==> config.mk <==
export PLATFORM = sky130hd
export DESIGN_NAME = tick_catchup_reconciler
export DESIGN_NICKNAME = d
export VERILOG_FILES = /design/src/sv/tcr_pkg.sv /design/src/sv/tcr_ctrl.sv /design/src/sv/tcr_dp.sv /design/src/sv/tick_catchup_reconciler.sv
export SDC_FILE = /design/constraint.sdc
export NUM_CORES = 1
export LEC_CHECK = 0
export BUFFER_PORTS_ARGS = -buffer_cell sky130_fd_sc_hd__clkbuf_2
export CORE_UTILIZATION = 30
export CTS_BUF_LIST = sky130_fd_sc_hd__clkbuf_16
export CTS_CLUSTER_DIAMETER = 150
export DETAILED_ROUTE_END_ITERATION = 10
export HOLD_SLACK_MARGIN = 0.15
export MAX_ROUTING_LAYER = met4
export PLACE_DENSITY = 0.51
export SLEW_MARGIN = 20
export SYNTH_ARGS = -nofsm -noshare
export SYNTH_HDL_FRONTEND = slang
export SYNTH_SLANG_ARGS = --single-unit
==> constraint.sdc <==
create_clock -name clock -period 4.8 [get_ports clock]
set_input_delay 0.24 -clock clock [delete_from_list [all_inputs] [get_ports clock]]
set_output_delay 0.24 -clock clock [all_outputs]
set_load 0.02 [all_outputs]
==> src/sv/tcr_pkg.sv <==
// shared types and constants for the tick catch-up reconciler
package tcr_pkg;

   localparam int TIME_W    = 32;
   localparam int PERIOD_W  = 24;
   localparam int CATCHUP_W = 8;
   localparam int PATH_W    = 2;
   localparam int CSR_IDX_W = 1;
   localparam int DIV_STEPS = TIME_W;
   localparam int STEP_W    = $clog2(DIV_STEPS);

   localparam logic [CSR_IDX_W-1:0] CSR_PERIOD  = 1'b0;
   localparam logic [CSR_IDX_W-1:0] CSR_CATCHUP = 1'b1;

   localparam logic [PERIOD_W-1:0]  PERIOD_RESET  = 24'd10000;
   localparam logic [CATCHUP_W-1:0] CATCHUP_RESET = 8'd100;

   localparam logic [PATH_W-1:0] PATH_SEED    = 2'd0;
   localparam logic [PATH_W-1:0] PATH_NORMAL  = 2'd1;
   localparam logic [PATH_W-1:0] PATH_CAPPED  = 2'd2;
   localparam logic [PATH_W-1:0] PATH_EARLY   = 2'd3;

   typedef struct packed {
      logic load;    // capture beat, start elapsed / period
      logic step;    // one restoring divide step
      logic finish;  // update state and load result register
   } tcr_cmd_type;

   typedef struct packed {
      logic seeded;
   } tcr_status_type;

endpackage

==> src/sv/tcr_ctrl.sv <==
// controller: handshake, divide step counter and sequencing
module tcr_ctrl
   import tcr_pkg::*;
(
   input  logic           clock,
   input  logic           reset,
   input  logic           req_valid,
   output logic           req_ready,
   output logic           rsp_valid,
   input  logic           rsp_ready,
   input  tcr_status_type status,
   output tcr_cmd_type    cmd
);

   localparam logic [1:0] ST_IDLE = 2'd0;
   localparam logic [1:0] ST_DIV  = 2'd1;
   localparam logic [1:0] ST_DONE = 2'd2;

   logic [1:0]        state_ff, state_in;
   logic [STEP_W-1:0] step_ff, step_in;
   logic              rsp_valid_ff, rsp_valid_in;
   logic              out_free;

   assign req_ready = (state_ff == ST_IDLE);
   assign rsp_valid = rsp_valid_ff;
   assign out_free  = !rsp_valid_ff || rsp_ready;

   always_comb begin
      state_in     = state_ff;
      step_in      = step_ff;
      rsp_valid_in = rsp_valid_ff && !rsp_ready;
      cmd          = '0;
      case (state_ff)
         ST_IDLE: begin
            if (req_valid) begin
               cmd.load = 1'b1;
               step_in  = '0;
               // first beat needs no divide
               state_in = status.seeded ? ST_DIV : ST_DONE;
            end
         end
         ST_DIV: begin
            cmd.step = 1'b1;
            step_in  = step_ff + 1'b1;
            if (step_ff == STEP_W'(DIV_STEPS - 1)) begin
               state_in = ST_DONE;
            end
         end
         ST_DONE: begin
            if (out_free) begin
               cmd.finish   = 1'b1;
               rsp_valid_in = 1'b1;
               state_in     = ST_IDLE;
            end
         end
         default: begin
            state_in = ST_IDLE;
         end
      endcase
   end

   always_ff @(posedge clock) begin
      if (reset) begin
         state_ff     <= ST_IDLE;
         step_ff      <= '0;
         rsp_valid_ff <= 1'b0;
      end else begin
         state_ff     <= state_in;
         step_ff      <= step_in;
         rsp_valid_ff <= rsp_valid_in;
      end
   end

endmodule

==> src/sv/tcr_dp.sv <==
// datapath: config registers, tick state, serial divider and result register
module tcr_dp
   import tcr_pkg::*;
(
   input  logic                 clock,
   input  logic                 reset,
   input  logic                 csr_write,
   input  logic [CSR_IDX_W-1:0] csr_index,
   input  logic [PERIOD_W-1:0]  csr_data,
   input  logic [TIME_W-1:0]    req_now_us,
   input  tcr_cmd_type          cmd,
   output tcr_status_type       status,
   output logic [TIME_W-1:0]    rsp_tick_count,
   output logic [CATCHUP_W-1:0] rsp_ticks_added,
   output logic [PATH_W-1:0]    rsp_path_taken
);

   logic [PERIOD_W-1:0]  period_ff;
   logic [CATCHUP_W-1:0] catchup_ff;
   logic [TIME_W-1:0]    tick_ff, tick_in;
   logic [TIME_W-1:0]    ref_ff, ref_in;
   logic                 seeded_ff;
   logic [TIME_W-1:0]    now_ff;
   logic [TIME_W-1:0]    quo_ff;
   logic [PERIOD_W-1:0]  rem_ff;
   logic [TIME_W-1:0]    cnt_out_ff;
   logic [CATCHUP_W-1:0] add_out_ff, add_in;
   logic [PATH_W-1:0]    path_out_ff, path_in;

   logic [PERIOD_W-1:0]  per;
   logic [PERIOD_W:0]    shifted;
   logic [PERIOD_W:0]    diff;
   logic                 fits;

   // zero period behaves as one
   assign per     = (period_ff == '0) ? PERIOD_W'(1) : period_ff;
   assign shifted = {rem_ff, quo_ff[TIME_W-1]};
   assign diff    = shifted - {1'b0, per};
   assign fits    = (shifted >= {1'b0, per});

   assign status.seeded = seeded_ff;

   always_comb begin
      ref_in  = now_ff;
      add_in  = CATCHUP_W'(1);
      path_in = PATH_SEED;
      if (seeded_ff) begin
         if (quo_ff == '0) begin
            path_in = PATH_EARLY;
         end else if (quo_ff > {{(TIME_W-CATCHUP_W){1'b0}}, catchup_ff}) begin
            add_in  = catchup_ff;
            path_in = PATH_CAPPED;
         end else begin
            // ref + n*per == now - remainder
            add_in  = quo_ff[CATCHUP_W-1:0];
            ref_in  = now_ff - {{(TIME_W-PERIOD_W){1'b0}}, rem_ff};
            path_in = PATH_NORMAL;
         end
      end
      tick_in = tick_ff + {{(TIME_W-CATCHUP_W){1'b0}}, add_in};
   end

   always_ff @(posedge clock) begin
      if (reset) begin
         period_ff  <= PERIOD_RESET;
         catchup_ff <= CATCHUP_RESET;
      end else if (csr_write) begin
         case (csr_index)
            CSR_PERIOD:  period_ff  <= csr_data;
            CSR_CATCHUP: catchup_ff <= csr_data[CATCHUP_W-1:0];
            default: ;
         endcase
      end
   end

   always_ff @(posedge clock) begin
      if (reset) begin
         tick_ff   <= '0;
         ref_ff    <= '0;
         seeded_ff <= 1'b0;
      end else if (cmd.finish) begin
         tick_ff   <= tick_in;
         ref_ff    <= ref_in;
         seeded_ff <= 1'b1;
      end
   end

   // restoring divider: quo_ff starts as elapsed, shifts out dividend bits
   always_ff @(posedge clock) begin
      if (cmd.load) begin
         now_ff <= req_now_us;
         quo_ff <= req_now_us - ref_ff;
         rem_ff <= '0;
      end else if (cmd.step) begin
         quo_ff <= {quo_ff[TIME_W-2:0], fits};
         rem_ff <= fits ? diff[PERIOD_W-1:0] : shifted[PERIOD_W-1:0];
      end
   end

   always_ff @(posedge clock) begin
      if (cmd.finish) begin
         cnt_out_ff  <= tick_in;
         add_out_ff  <= add_in;
         path_out_ff <= path_in;
      end
   end

   assign rsp_tick_count  = cnt_out_ff;
   assign rsp_ticks_added = add_out_ff;
   assign rsp_path_taken  = path_out_ff;

endmodule

==> src/sv/tick_catchup_reconciler.sv <==
// top level of the tick catch-up reconciler
//
//   port group   direction   carries
//   req_*        in          one tick event beat: now_us
//   rsp_*        out         one result beat: tick_count, ticks_added, path_taken
//   csr_*        in          register writes: period_us (0), max_catchup (1)
//
// a seeded beat runs the accept cycle, then 32 steps of the one-bit-per-cycle
// restoring divider for elapsed / period, then finish, which loads the result
// register that drives rsp
// the first beat after reset skips the divider and goes from accept to finish
// reset clears tick count, reference, seeded flag and restores register defaults
// a new beat is accepted while a result waits; finish holds until rsp is free
module tick_catchup_reconciler
   import tcr_pkg::*;
(
   input  logic                 clock,
   input  logic                 reset,
   input  logic                 req_valid,
   output logic                 req_ready,
   input  logic [TIME_W-1:0]    req_now_us,
   output logic                 rsp_valid,
   input  logic                 rsp_ready,
   output logic [TIME_W-1:0]    rsp_tick_count,
   output logic [CATCHUP_W-1:0] rsp_ticks_added,
   output logic [PATH_W-1:0]    rsp_path_taken,
   input  logic                 csr_write,
   input  logic [CSR_IDX_W-1:0] csr_index,
   input  logic [PERIOD_W-1:0]  csr_data
);

   tcr_cmd_type    cmd;
   tcr_status_type status;

   tcr_ctrl u_ctrl (
      .clock     (clock),
      .reset     (reset),
      .req_valid (req_valid),
      .req_ready (req_ready),
      .rsp_valid (rsp_valid),
      .rsp_ready (rsp_ready),
      .status    (status),
      .cmd       (cmd)
   );

   tcr_dp u_dp (
      .clock           (clock),
      .reset           (reset),
      .csr_write       (csr_write),
      .csr_index       (csr_index),
      .csr_data        (csr_data),
      .req_now_us      (req_now_us),
      .cmd             (cmd),
      .status          (status),
      .rsp_tick_count  (rsp_tick_count),
      .rsp_ticks_added (rsp_ticks_added),
      .rsp_path_taken  (rsp_path_taken)
   );

endmodule
; After elaboration in Yosys (flattened, before gate mapping)
; Cells that the tools add are included.
[word_totals]
regBits = 235
inputBits = 62
out_inout_bits = 44
word_cells = 67
[classes]
add_sub_neg = 5
magnitude_cmp = 2
n_eq_ne = 6
muxes = 26
n_bitwise = 1
n_reduce_logical = 13
[ops]
columns = op, n
row1 = $mux W32, 5
row2 = $mux W24, 2
row3 = $add A32 B8 Y32, 1
row4 = $gt A32 B8 Y1, 1
row5 = $logic_not A32 Y1, 1
row6 = $sub A32 B24 Y32, 1
row7 = $sub A32 B32 Y32, 1
row8 = $ge A25 B24 Y1, 1
row9 = $logic_not A24 Y1, 1
row10 = $mux W8, 3
row11 = $sub A24 B24 Y24, 1
row12 = $mux W2, 6
row13 = $pmux W5 S2, 1
row14 = $mux W1, 7
row15 = $pmux W2 S3, 1
row16 = $reduce_and A2 Y1, 3
row17 = $add A5 B1 Y5 const B, 1
row18 = $eq A5 B5 Y1 const B, 1
row19 = $mux W5, 1
row20 = $ne A2 B1 Y1 const B, 2
row21 = $reduce_bool A2 Y1, 2
row22 = $reduce_and A3 Y1, 1
row23 = $eq A2 B1 Y1 const B, 1
row24 = $eq A2 B2 Y1 const B, 1
row25 = 6 further kinds, 7

; Depth between registers and ports, before layout
[logic_depth]
ltp_word = 5
depth_mapped = 23
depth_no_buf = 21

; Modules after synthesis
; From an unflattened synthesis, not the netlist that was laid out.
[hier_totals]
cells_unflattened = 1563
hier_area_um2 = 14018.4
[by_module_without_submodules]
columns = mod, n_inst, cells_per_inst, area_per_inst_um2, seq_area_each_um2
row1 = tcr_dp, 1, 1520, 13621.8, 5605.4
row2 = tcr_ctrl, 1, 43, 396.6, 160.2

; Least setup slack after synthesis
; Ideal clock, no wire load.
[synth_timing]
kind = register to register
start = reg u_dp.quo_ff[1]
end = reg u_dp.cnt_out_ff[14], in the netlist u_dp.rsp_tick_count[14] (data pin)
setup_time_ps = 259
t_arrival_ps = 4235
required_ps = 4541
slack_ps = 305
path_stages_with_launch = 20
path_buffers = 2
period_less_slack_ps = 4495
cell_sequence = edfxtp_1 > ha_1 > nor2b_1 > o21a_1 > o21ai_0 > a21o_1 > nand2_1 > nor3b_1 > buf_2 > buf_2 > a22oi_1 > fa_1 > nor2b_1 > o21ai_0 > a21boi_0 > o21ai_0 > a211oi_1 > and4_1 > nand3_1 > xnor2_1
[synth_via]
elab_chain_len = 5
elab_cells_between_ends = 6
cone_classes = 1 x add/sub / 1 x order compare / 3 x mux / 1 x reduce/logical
[synth_lines]
columns = element, line_no
row1 = from (decl), tcr_dp.sv:24  ; logic [TIME_W-1:0] quo_ff;
row2 = from (signal assigned), tcr_dp.sv:92  ; quo_ff <= req_now_us - ref_ff;
row3 = from (signal assigned), tcr_dp.sv:95  ; quo_ff <= {quo_ff[TIME_W-2:0], fits};
row4 = $gt A32 B8 Y1, tcr_dp.sv:50  ; end else if (quo_ff > {{(TIME_W-CATCHUP_W){1'b0}}, catchup_ff}) begin
row5 = $mux W8, tcr_dp.sv:50
row6 = $mux W8 (*), tcr_dp.sv:48  ; if (quo_ff == '0) begin
row7 = $mux W8 (*), tcr_dp.sv:47  ; if (seeded_ff) begin
row8 = $add A32 B8 Y32 (*), tcr_dp.sv:60  ; tick_in = tick_ff + {{(TIME_W-CATCHUP_W){1'b0}}, add_in};
row9 = via u_dp.tick_in[14], tcr_dp.sv:20  ; logic [TIME_W-1:0] tick_ff, tick_in;
row10 = to (signal assigned), tcr_dp.sv:102  ; cnt_out_ff <= tick_in;
row11 = to (decl), tcr_dp.sv:26  ; logic [TIME_W-1:0] cnt_out_ff;
; The timed path passes the listed nets; every way through them passes the cells marked *.
; A chain may end at the register's enable or synchronous reset.

; Final worst setup path
[layout_timing]
start = reg u_dp.quo_ff[7]
end = reg u_dp.tick_ff[30]
[layout_via]
elab_chain_len = 5
elab_cells_between_ends = 6
cone_classes = 1 x add/sub / 1 x order compare / 3 x mux / 1 x reduce/logical
[layout_lines]
columns = element, line_no
row1 = $gt A32 B8 Y1, tcr_dp.sv:50
row2 = $mux W8, tcr_dp.sv:50
row3 = $mux W8 (*), tcr_dp.sv:48
row4 = $mux W8 (*), tcr_dp.sv:47
row5 = via u_dp.add_in[0], tcr_dp.sv:27  ; logic [CATCHUP_W-1:0] add_out_ff, add_in;
row6 = $add A32 B8 Y32 (*), tcr_dp.sv:60
row7 = to (signal assigned), tcr_dp.sv:82  ; tick_ff <= tick_in;
row8 = to (decl), tcr_dp.sv:20
; Marked as above.

==> out/results.md <==
Cells and area
• 2385 — number of standard cells in the layout, taps in and fillers out
• 16870 sq um — Final Cell Area
• 11.19% — share of cells above drive strength 1
• 4810 — FILL cells
• 1919 — final-stage net count
• 18.92% — Area Growth Syn to Fin
• 0 — number of antenna diodes

Synth
• edfxtp_1 — post-synth top area cell
• 40.63% — proportion of synthesized chip area in sequential cells
• 14190 sq um — Synth Cell Area
• 235 — number of synthesized register bits
• 8.829 sq um — Syn Area/Cell
• 79 — distinct cell type count of the synthesized netlist
• 106 — number of enable-type register cells in the synthesized netlist
• 0 — warnings from Yosys
• dfxtp_1 — ys flop type
• 0% — share of synthesized flip-flops with an asynchronous set or reset
• 22.43% — portion of synthesized cell area occupied by the leading cell type
• edfxtp_1 (22%), dfxtp_1 (18%), ha_1 (8.6%) — cell types with the largest area share after synthesis
• 1770 — Syn Nets
• 1607 — number of standard cells after synthesis

CTS
• 1 — maximum level of the CTS H-tree
• done — clock tree from TritonCTS
• 28 — Inserted Clock Buffers
• 3 — deepest clock path buffer count
• 235 — clock sink count
• 0.56 ns — Skew-Pair Late Insertion Delay
• clkbuf_16 — cell at the root of the clock tree
• 0.06 ns — clock input transition at the sequential cells of the worst setup and hold paths

STA
• 0 — final-report setup violation count
• 0.1370 ns — post-route worst hold slack
• no — unrepaired setup endpoints after global routing
• 0 — number of hold violations in the final report
• 0 — max-slew violation count
• 224.0 MHz — Achievable Freq
• 0 ns — total negative slack for setup checks
• 93.01% — post-route fraction of the period consumed by the critical path
• 0.9706 ns — actual slew at the worst max-slew pin
• 35.06% — Slew Limit Headroom
• 0.02310 ns — Layout Skew
• 4.464 ns — post-layout minimum cycle time

Job
• 0 — max-cap viol count

Hold path
• u_dp.period_ff[3]$_SDFFE_PP0P_ — Endpoint, Worst Hold
• 4 — Hold Path Stages
• in2reg — class of the worst hold path
• csr_index — hold_sp

GRT
• 17.10% — Global Route Usage Sum
• 0 — gr ovfl total
• 69 — largest net degree at the start of global routing
• 11.73k — via count of the first global-routing pass
• 0 — antenna violations before repair
• 63580 um — first-pass GRT wire length

Route
• 0 — number of antenna-violating nets in the routed design
• 39800 um — wire length reported by the detailed router
• 763 — initial DRC count
• 16.69 um — wire length per cell after detailed routing
• 5.021 — Avg Vias per Cell
• 11.98k — number of vias after detailed routing
• 0 — drc violations
• 5 — number of detailed-route iterations in the first pass

Power
• 0.2628 mV — VDD IR max
• 0.006649 uW — Static Leakage
• 315.8 nW/um^2 — power density over the cells
• 5329 uW — overall power of the completed layout

Place
• 0.8548 — final weighted congestion in routability-driven placement
• 105 — number of I/O port buffers
• 2274 — number of instances in the placed design
• 15400 sq um — placement-stage cell area
• 29490 um — detailed placer's ending HPWL

Floorplanning
• 219.5 um — die boundary width
• 46560 sq um — placeable core region
• 48170 sq um — die area
• 106 — io pins
• 219.5 um — die span in y
• 79 — std cell rows
• 30.48% — initial core utilization

Critical path
• 4.96 ns — arrival time reported for the critical path endpoint
• 0.34 ns — setup slack of the most critical reg-to-reg path
• u_dp.tick_ff[30]$_SDFFE_PP0P_ — reg2reg end
• register — critical path launch point type
• 6 — Crit Path Max Fanout
• 5.30 ns — required time reported for the critical path endpoint
• 21 — path depth of the worst reg2reg path
• register — kind of end point of the critical path
• reg2reg — classification of the worst setup path
• u_dp.quo_ff[7]$_DFFE_PP_ — Reg2Reg Launch Point

Run status
• complete, no violations — run status

-- logic make-up (layout without fill, tap and decap cells) --
logic type	Yosys count	count (layout)	synth area share, %
compound gates	438	438	19.92
fa+ha+maj	101	101	9.118
flops	235	235	40.63
mux	13	13	0.9876
xor+xnor	108	108	6.667
simple gates	527	527	17.68
buf+inv	185	356	4.991
-- repair_timing --
action,in CTS,in global routing
setup endpoints to repair,0,42
resized for setup,0,7
hold endpoints to repair,67,0
hold buffers,58,0
buffers inserted,0,1
-- routing by layer --
| metal | share of wire, % | up-vias | routed length [um] | GRT usage [%] |
|---|---|---|---|---|
| met1 | 49 | 5670 | 19370 | 22.87 |
| met5 | 0 | - | 0 | - |
| met3 | 3.5 | 53 | 1382 | 1.863 |
| met2 | 45 | 195 | 17950 | 27.03 |
| met4 | 2.8 | 0 | 1100 | 5.324 |
| li1 | - | 6057 | - | - |
-- cell usage in the layout (no fill, tap or decap), types with 6 or more instances in the layout --
cell / synthesis / layout
a31oi_1: 16 / 16
nand3_1: 38 / 38
a21oi_1: 141 / 141
o31ai_1: 11 / 11
ha_1: 97 / 97
edfxtp_1: 106 / 106
o22ai_1: 22 / 22
and3_1: 9 / 9
buf_4: 0 / 24
inv_1: 116 / 123
dlygate4sd3_1: 0 / 58
o21bai_1: 6 / 6
and2_1: 13 / 13
o211ai_1: 10 / 10
nor4_1: 22 / 22
nor2b_1: 22 / 21
or2_2: 6 / 6
nand2_1: 175 / 174
clkbuf_16: 0 / 29
o21a_1: 11 / 11
nand3b_1: 10 / 10
nor2_1: 133 / 132
xnor2_1: 57 / 57
or3_1: 8 / 8
nand2b_1: 18 / 17
nand4_1: 23 / 23
a21o_1: 46 / 46
o21ai_0: 72 / 71
a211oi_1: 37 / 36
mux2i_1: 8 / 8
dfxtp_1: 129 / 129
clkinv_1: 1 / 10
a22o_1: 7 / 7
and4_1: 10 / 10
a211o_1: 7 / 7
xor2_1: 51 / 51
nor3_1: 27 / 27
clkbuf_2: 0 / 104
-- worst max path at each step --
stage | end | cells after the start | startpoint
floorplan | u_dp.rsp_tick_count[14]$_DFFE_PP_ | 19 | u_dp.quo_ff[1]$_DFFE_PP_
global placement | u_dp.rsp_tick_count[14]$_DFFE_PP_ | 19 | u_dp.quo_ff[6]$_DFFE_PP_
detailed placement | u_dp.tick_ff[30]$_SDFFE_PP0P_ | 18 | u_dp.quo_ff[6]$_DFFE_PP_
CTS | u_dp.tick_ff[30]$_SDFFE_PP0P_ | 18 | u_dp.quo_ff[6]$_DFFE_PP_
global route | u_dp.tick_ff[30]$_SDFFE_PP0P_ | 21 | u_dp.quo_ff[7]$_DFFE_PP_
finish | u_dp.tick_ff[30]$_SDFFE_PP0P_ | 21 | u_dp.quo_ff[7]$_DFFE_PP_
-- stage by stage --
step                      util [%]  setup slack [ns]
final                        36.24            0.3357
after global routing         36.24         0.0006319
after CTS                    36.17          0.002263
after detailed placement     33.08           0.02940
after global placement       33.08            0.1220
after floorplan                  -            0.3054
-- cell type report --
type	count	area [sq um]	share of cell area, %
clock buffers	29	725.7	4.301
clock inverters	23	132.6	0.7861
inverters	117	440.4	2.610
multi-input cells	1187	7756	45.97
flip-flops and latches	235	5766	34.17
well taps	607	759.5	4.501
repair buffers	187	1292	7.660
-- worst max-delay path, cell delays in order (launching register included) --
cell	delay [ns]
edfxtp_1	0.39
ha_1	0.34
a21oi_1	0.15
o21ai_0	0.13
mux2i_1	0.15
a21o_1	0.15
nand2_1	0.09
a21oi_1	0.22
buf_4	0.16
o32a_1	0.21
ha_1	0.20
inv_1	0.06
fa_1	0.40
nor2b_1	0.12
o21ai_0	0.10
a21boi_1	0.24
o21ai_2	0.14
a2111oi_4	0.35
buf_4	0.20
nand3_2	0.11
or3_1	0.35
a21oi_1	0.13
-- registers in the layout (all words and copies together), names as in the netlist --
name / flops
u_dp.now_ff: 32
u_ctrl.state_ff: 2
u_dp.tick_ff: 32
u_dp.rsp_tick_count: 32
u_ctrl.rsp_valid: 1
u_dp.status: 1
u_dp.rem_ff: 24
u_dp.rsp_path_taken: 2
u_dp.ref_ff: 32
u_dp.period_ff: 24
u_dp.catchup_ff: 8
u_ctrl.step_ff: 5
u_dp.quo_ff: 32
u_dp.rsp_ticks_added: 8
-- power breakdown --
group	leakage, uW	switching [uW]	total, uW	internal [uW]
logic	0.00412	597	998	401
clock network	0.000451	870	2010	1140
registers	0.00208	73.6	2320	2250
total	0.00665	1540	5330	3790
-- synth_stat cells, types with 5 or more instances --
| master | n |
|---|---|
| nand2_1 | 175 |
| a21oi_1 | 141 |
| nor2_1 | 133 |
| dfxtp_1 | 129 |
| inv_1 | 116 |
| edfxtp_1 | 106 |
| ha_1 | 97 |
| o21ai_0 | 72 |
| xnor2_1 | 57 |
| clkbuf_1 | 51 |
| xor2_1 | 51 |
| a21o_1 | 46 |
| nand3_1 | 38 |
| a211oi_1 | 37 |
| nor3_1 | 27 |
| nand4_1 | 23 |
| nor2b_1 | 22 |
| nor4_1 | 22 |
| o22ai_1 | 22 |
| nand2b_1 | 18 |
| a31oi_1 | 16 |
| and2_1 | 13 |
| buf_1 | 11 |
| o21a_1 | 11 |
| o31ai_1 | 11 |
| and4_1 | 10 |
| nand3b_1 | 10 |
| o211ai_1 | 10 |
| and3_1 | 9 |
| mux2i_1 | 8 |
| or3_1 | 8 |
| a211o_1 | 7 |
| a22o_1 | 7 |
| o21bai_1 | 6 |
| or2_2 | 6 |
| buf_2 | 5 |
(Power assumes the default switching activity.)
